**config.mk**
```make
export PLATFORM = sky130hd
export DESIGN_NAME = rle_sprite_rgb565_decoder_top
export DESIGN_NICKNAME = d
export VERILOG_FILES = /design/src/rtl/rlesd_pkg.sv /design/src/rtl/rle_sprite_rgb565_decoder_top.sv /design/src/rtl/rlesd_parser.sv
export SDC_FILE = /design/constraint.sdc
export NUM_CORES = 1
export LEC_CHECK = 0
export ABC_CLOCK_PERIOD_IN_PS = 11200
export BUFFER_PORTS_ARGS = -buffer_cell sky130_fd_sc_hd__buf_2
export CAP_MARGIN = 25
export CORE_MARGIN = 8
export CORE_UTILIZATION = 40
export CTS_CLUSTER_SIZE = 8
export DETAILED_ROUTE_END_ITERATION = 10
export SYNTH_ARGS = -nofsm -noshare
export SYNTH_HDL_FRONTEND = slang
export SYNTH_SLANG_ARGS = --single-unit
```
**constraint.sdc**
```tcl
create_clock -name aclk -period 11.2 [get_ports aclk]
set_input_delay 0 -clock aclk [delete_from_list [all_inputs] [get_ports aclk]]
set_output_delay 0 -clock aclk [all_outputs]
set_load 0.02 [all_outputs]
```
**src/rtl/rlesd_pkg.sv**
```systemverilog
// Shared types and constants for the run-length sprite decoder.
package rlesd_pkg;

    localparam int unsigned MAX_SIDE     = 1024;
    localparam int unsigned HEADER_WORDS = 15;

    localparam int unsigned WORD_W = 16;
    localparam int unsigned COL_W  = 17;
    localparam int unsigned POS_W  = 10;
    localparam int unsigned HCNT_W = 4;

    localparam logic [COL_W-1:0]  COL_MAX      = {COL_W{1'b1}};
    localparam logic [WORD_W-1:0] MAX_SIDE_W   = WORD_W'(MAX_SIDE);
    localparam logic [HCNT_W-1:0] HEADER_LIMIT = HCNT_W'(HEADER_WORDS);

    typedef enum logic [2:0] {
        PH_HEADER  = 3'd0,
        PH_HEIGHT  = 3'd1,
        PH_ROWCODE = 3'd2,
        PH_BLANK   = 3'd3,
        PH_COUNT   = 3'd4,
        PH_PIX     = 3'd5
    } phase_t;

    typedef struct packed {
        logic             pixel_valid;
        logic [POS_W-1:0] pixel_x;
        logic [POS_W-1:0] pixel_y;
        logic [7:0]       red;
        logic [7:0]       green;
        logic [7:0]       blue;
        logic             overrun;
        logic             image_end;
    } result_t;

endpackage

```
**src/rtl/rle_sprite_rgb565_decoder_top.sv**
```systemverilog
// Top level: input word register, record parser and result register.
// Path: a word accepted into the input register passes through the record parser into the result register on m_axis.
// Throughput: one word per cycle unless m_axis stalls; words that produce no result leave nothing on m_axis.
// A stalled result beat holds at most one more word in the input register.
// Reset: synchronous active-low aresetn clears both valid flags and returns the parser
// to the header phase.
module rle_sprite_rgb565_decoder_top
    import rlesd_pkg::*;
(
    input  logic        aclk,
    input  logic        aresetn,
    input  logic        s_axis_tvalid,
    output logic        s_axis_tready,
    input  logic [15:0] s_axis_tdata,  // [15:0] word_in
    output logic        m_axis_tvalid,
    input  logic        m_axis_tready,
    output logic [47:0] m_axis_tdata,  // [9:0] pixel_x, [19:10] pixel_y, [27:20] red,
                                       // [35:28] green, [43:36] blue, [47:44] zero
    output logic [1:0]  m_axis_tuser,  // [0] pixel_valid, [1] overrun
    output logic        m_axis_tlast   // image_end
);

    logic              in_valid_reg;
    logic [WORD_W-1:0] in_word_reg;
    logic              out_valid_reg;
    result_t           out_data_reg;

    logic              out_free;
    logic              advance;
    result_t           result;
    logic              result_present;

    assign out_free      = !out_valid_reg || m_axis_tready;
    assign advance       = in_valid_reg && out_free;
    assign s_axis_tready = !in_valid_reg || out_free;

    rlesd_parser u_parser (
        .aclk           (aclk),
        .aresetn        (aresetn),
        .advance        (advance),
        .word           (in_word_reg),
        .result         (result),
        .result_present (result_present)
    );

    always_ff @(posedge aclk) begin
        if (!aresetn) begin
            in_valid_reg <= 1'b0;
        end else if (s_axis_tvalid && s_axis_tready) begin
            in_valid_reg <= 1'b1;
        end else if (advance) begin
            in_valid_reg <= 1'b0;
        end
    end

    always_ff @(posedge aclk) begin
        if (s_axis_tvalid && s_axis_tready) begin
            in_word_reg <= s_axis_tdata;
        end
    end

    always_ff @(posedge aclk) begin
        if (!aresetn) begin
            out_valid_reg <= 1'b0;
        end else if (advance) begin
            out_valid_reg <= result_present;
        end else if (m_axis_tready) begin
            out_valid_reg <= 1'b0;
        end
    end

    always_ff @(posedge aclk) begin
        if (advance) begin
            out_data_reg <= result;
        end
    end

    assign m_axis_tvalid = out_valid_reg;
    assign m_axis_tdata  = {4'b0000, out_data_reg.blue, out_data_reg.green, out_data_reg.red,
                            out_data_reg.pixel_y, out_data_reg.pixel_x};
    assign m_axis_tuser  = {out_data_reg.overrun, out_data_reg.pixel_valid};
    assign m_axis_tlast  = out_data_reg.image_end;

endmodule

```
**src/rtl/rlesd_parser.sv**
```systemverilog
// Record parser: phase tracking, row and segment counters, pixel result build.
module rlesd_parser
    import rlesd_pkg::*;
(
    input  logic              aclk,
    input  logic              aresetn,
    input  logic              advance,
    input  logic [WORD_W-1:0] word,
    output result_t           result,
    output logic              result_present
);

    phase_t              phase_reg,     phase_next;
    logic [HCNT_W-1:0]   hcount_reg,    hcount_next;
    logic [WORD_W-1:0]   width_reg,     width_next;
    logic [WORD_W-1:0]   height_reg,    height_next;
    logic [WORD_W-1:0]   row_reg,       row_next;
    logic [WORD_W-1:0]   segs_reg,      segs_next;
    logic [WORD_W-1:0]   pix_reg,       pix_next;
    logic [COL_W-1:0]    column_reg,    column_next;

    logic [WORD_W-1:0]   row_inc;
    logic                row_done;
    logic [WORD_W-1:0]   segs_dec;
    logic [WORD_W-1:0]   pix_dec;
    logic [COL_W:0]      col_sum;
    logic                oversize;
    logic                oversize_h;
    logic                end_flag;

    assign row_inc    = row_reg + 1'b1;
    assign row_done   = row_inc >= height_reg;
    assign segs_dec   = segs_reg - 1'b1;
    assign pix_dec    = pix_reg - 1'b1;
    assign col_sum    = {1'b0, column_reg} + {{(COL_W + 1 - WORD_W){1'b0}}, word};
    assign oversize   = (width_reg > MAX_SIDE_W) || (height_reg > MAX_SIDE_W);
    assign oversize_h = (width_reg > MAX_SIDE_W) || (word > MAX_SIDE_W);

    always_comb begin
        phase_next     = phase_reg;
        hcount_next    = hcount_reg;
        width_next     = width_reg;
        height_next    = height_reg;
        row_next       = row_reg;
        segs_next      = segs_reg;
        pix_next       = pix_reg;
        column_next    = column_reg;
        end_flag       = 1'b0;
        result         = '0;
        result_present = 1'b0;

        unique case (phase_reg)
            PH_HEADER: begin
                if (hcount_reg < HEADER_LIMIT) begin
                    hcount_next = hcount_reg + 1'b1;
                end else begin
                    width_next = word;
                    phase_next = PH_HEIGHT;
                end
            end
            PH_HEIGHT: begin
                height_next = word;
                row_next    = '0;
                phase_next  = PH_ROWCODE;
                if (word == '0) begin
                    phase_next  = PH_HEADER;
                    hcount_next = '0;
                    end_flag    = 1'b1;
                end
                result.overrun   = oversize_h;
                result.image_end = end_flag;
                result_present   = oversize_h || end_flag;
            end
            PH_ROWCODE: begin
                column_next = '0;
                if (word <= WORD_W'(1)) begin
                    segs_next = '0;
                    pix_next  = width_reg;
                    if (width_reg == '0) begin
                        // empty row closes at once
                        row_next = row_inc;
                        if (row_done) begin
                            phase_next  = PH_HEADER;
                            hcount_next = '0;
                            end_flag    = 1'b1;
                        end else begin
                            phase_next = PH_ROWCODE;
                        end
                    end else begin
                        phase_next = PH_PIX;
                    end
                end else begin
                    segs_next  = word - 1'b1;
                    phase_next = PH_BLANK;
                end
                result.image_end = end_flag;
                result_present   = end_flag;
            end
            PH_BLANK: begin
                column_next = col_sum[COL_W] ? COL_MAX : col_sum[COL_W-1:0];
                phase_next  = PH_COUNT;
            end
            PH_COUNT: begin
                pix_next  = word;
                segs_next = segs_dec;
                if (word == '0) begin
                    if (segs_dec == '0) begin
                        row_next = row_inc;
                        if (row_done) begin
                            phase_next  = PH_HEADER;
                            hcount_next = '0;
                            end_flag    = 1'b1;
                        end else begin
                            phase_next = PH_ROWCODE;
                        end
                    end else begin
                        phase_next = PH_BLANK;
                    end
                end else begin
                    phase_next = PH_PIX;
                end
                result.image_end = end_flag;
                result_present   = end_flag;
            end
            PH_PIX: begin
                if (oversize || (column_reg >= {1'b0, width_reg})) begin
                    result.overrun = 1'b1;
                end else begin
                    result.pixel_valid = 1'b1;
                    result.pixel_x     = column_reg[POS_W-1:0];
                    result.pixel_y     = POS_W'(height_reg - 1'b1 - row_reg);
                    result.red         = {word[15:11], 3'b000};
                    result.green       = {word[10:5], 2'b00};
                    result.blue        = {word[4:0], 3'b000};
                end
                if (column_reg != COL_MAX) begin
                    column_next = column_reg + 1'b1;
                end
                pix_next = pix_dec;
                if (pix_dec == '0) begin
                    if (segs_reg == '0) begin
                        row_next = row_inc;
                        if (row_done) begin
                            phase_next  = PH_HEADER;
                            hcount_next = '0;
                            end_flag    = 1'b1;
                        end else begin
                            phase_next = PH_ROWCODE;
                        end
                    end else begin
                        phase_next = PH_BLANK;
                    end
                end
                result.image_end = end_flag;
                result_present   = 1'b1;
            end
            default: begin
                phase_next  = PH_HEADER;
                hcount_next = '0;
            end
        endcase
    end

    always_ff @(posedge aclk) begin
        if (!aresetn) begin
            phase_reg  <= PH_HEADER;
            hcount_reg <= '0;
            width_reg  <= '0;
            height_reg <= '0;
            row_reg    <= '0;
            segs_reg   <= '0;
            pix_reg    <= '0;
            column_reg <= '0;
        end else if (advance) begin
            phase_reg  <= phase_next;
            hcount_reg <= hcount_next;
            width_reg  <= width_next;
            height_reg <= height_next;
            row_reg    <= row_next;
            segs_reg   <= segs_next;
            pix_reg    <= pix_next;
            column_reg <= column_next;
        end
    end

endmodule

```
==> results by group <==
Critical path
  – Critical Path Fanout Max: 7
  – Critical Path End Type: flip-flop
  – Req. time, crit path: 11.55 ns
  – Critical Path AT: 5.04 ns
  – CP Launch Type: flip-flop
  – Kind of critical path: reg -> reg

Placed design
  – DP Area: 0.0114 mm2
  – GP Congestion: 0.884
  – Worst slack at placement: 6.59 ns
  – HPWL Detailed: 22.2 mm
  – Port buffer count: 60

GRT
  – Grt ovf: 0
  – Antenna violations before repair: 0
  – First-pass GRT wire length: 51.5 mm
  – Vias in the first global route: 9,487
  – GRT Total Usage: 0.193
  – Largest net degree at the start of global routing: 68

Cells and area
  – Largest register FFs: 36
  – Net count, final: 1,459
  – Share of cells above drive strength 1: 0.0947
  – Design area: 0.0122 mm2
  – Area Growth Syn to Fin: 11.6%

Route
  – Drt first pass iters: 5
  – Routed WL per cell: 18.6 um
  – First DRT Iteration DRCs: 917
  – Post-route ant nets: 0
  – DRC viols: 0
  – Via count: 10,000
  – Detailed Route WL: 32.0 mm
  – Vias/cell: 5.82

Logic synthesis
  – Async SR Flop Fraction: 0
  – Synth Register Bits: 161
  – Cell area after synthesis: 0.0109 mm2
  – Synth Instances: 1,349
  – Count leader, synth: nand2_1
  – Mapped Avg Cell Area: 8.10 um2
  – EDFF count, synth: 55
  – Yosys cell types: 76
  – Top post-synthesis cells by count: nand2_1, a21oi_1, nor2_1, dfxtp_1, o21ai_0
  – Most used DFF post-synth: dfxtp_1
  – Cell taking the most area after synthesis: dfxtp_1
  – Ranking of synthesized cells by area: dfxtp_1, edfxtp_1, ha_1
  – Post-synthesis sequential area ratio: 0.345
  – Synth warn: 0
  – Top-area cell type share of the netlist area: 0.194

Clock tree
  – Max clock buf depth: 2
  – Sink Count: 161
  – Clk root buf: clkbuf_16
  – H-tree depth: 4
  – Clk pin slew, worst setup/hold paths: 0.08 ns
  – Clock latency on the worst-skew pair: 0.44 ns
  – Postcts setup bufs: 0
  – CTS buffer count: 17
  – CTS tree: done

Timing
  – Final setup violation count: 0
  – Slew Limit Headroom: 0.324
  – Setup TNS: 0 ns
  – Fin crit period: 4.69 ns
  – Setup Skew: 0.0124 ns
  – Final worst slack: 6.51 ns
  – Final hold slack: 0.0531 ns
  – Final Cycle Share: 0.419
  – Worst-Margin Slew: 1.01 ns
  – Fin. Hold Viols: 0
  – Slew Limit Fails: 0
  – RSZ-0062 raised after global routing: false
  – Fmax: 0.213 GHz

Power and ir drop
  – Clk pwr share: 0.436
  – Max VDD drop: 0.0000769 V
  – Total power: 1.46 mW
  – Combinational power share: 0.117
  – Flop pwr share: 0.447
  – Fraction of power spent switching nets: 0.287
  – Power per cell area: 119 mW/mm2
  – Lkg Pwr: 4.41 nW
  – Switching power: 418 uW
  – Int Power: 1.04 mW

Floorplanning
  – Die Wd: 181 um
  – Top Ports: 73
  – Die Y: 181 um
  – Core area: 0.0269 mm2
  – # rows: 60
  – Die ar.: 0.0329 mm2
  – Initial Util: 0.406

Flow run
  – # Max-Cap Violations: 0

Status
  – Outcome: completed

Worst hold path
  – Worst Hold Class: in -> reg
stage by stage:
| step | instances | util |
|---|---|---|
| after floorplan | 1360 | - |
| after global placement | 1669 | 0.422 |
| after detailed placement | 1671 | 0.422 |
| after CTS | 1722 | 0.453 |
| after global routing | 1724 | 0.454 |
| final | 1725 | 0.454 |
routing by layer:
metal	track usage	wire (um)	share of wire	up-vias
li1	-	-	-	4929
met1	0.254	14800	0.46	4757
met2	0.313	14500	0.45	296
met3	0.0349	1740	0.054	60
met4	0.0718	982	0.031	0
met5	0	0	0	-
cell type report:
type | count | area [um2]
Antenna cell | 1 | 2.50
Clock buffer | 18 | 429
Clock inverter | 14 | 193
Fill cell | 2687 | 14700
Inverter | 59 | 221
Multi-Input combinational cell | 1038 | 6540
Sequential cell | 161 | 3770
Tap cell | 341 | 427
Timing Repair Buffer | 93 | 609
placed cells by master, fill, tap and decap left out, types with 15 or more instances in the layout:
master         instances
o21ai_0               81
buf_2                 61
xnor2_1               46
a21oi_1              127
dlygate4sd3_1         19
edfxtp_1              55
a211oi_1              29
inv_1                 57
nand3_1               38
a31oi_1               19
nor4_1                41
and3_1                19
ha_1                  67
dfxtp_1              106
and2_1                42
nor3_1                31
nor2_1               109
a21o_1                15
nand2_1              144
xor2_1                18
clkbuf_16             17
worst max-delay path: stages (launching register included):
cell      delay [ns]
dfxtp_1         0.44
ha_1            0.28
nand2_1         0.09
nor4_1          0.51
nand3_1         0.31
or2_1           0.37
nor2_1          0.15
xor2_1          0.10
ha_1            0.32
and4_1          0.20
o211ai_1        0.10
o31ai_1         0.69
nor2_1          0.18
nor4b_4         0.46
nand2_1         0.14
o32ai_2         0.27
logic make-up after synthesis:
| group | Yosys count | synth area share |
|---|---|---|
| buffers and inverters | 161 | 0.0614 |
| adders and majority gates | 69 | 0.0804 |
| and+or+nand+nor | 520 | 0.246 |
| DFF | 161 | 0.345 |
| other | 1 | 0.000343 |
| xor gates and xnor gates | 64 | 0.0513 |
| AOI/OAI and AO/OA | 371 | 0.213 |
| muxes | 2 | 0.00183 |
power groups by stage:
stage	combinational [mW]	clock (mW)	sequential, mW
global placement	0.159	0	0.665
floorplan	0.130	0	0.647
detailed placement	0.162	0	0.665
CTS	0.168	0.646	0.652
global route	0.188	0.670	0.653
finish	0.170	0.635	0.652
repair_timing:
item                                   in CTS  in global routing
hold buffers                               19                  0
endpoints found under the hold margin      18                  0
gates resized for setup                     0                  0
path summary, 6_finish.rpt:
check                     startpoint                 endpoint  slack, ns  cells past startpoint
max              u_parser.row_reg[0]   u_parser.hcount_reg[3]       6.51                     15
min                          aresetn    u_parser.phase_reg[0]       0.05                      3
max reg2reg      u_parser.row_reg[0]   u_parser.hcount_reg[3]       6.51                     15
min reg2reg  u_parser.height_reg[10]  u_parser.height_reg[10]       0.46                      2
Power figures use the tool's default switching activity.
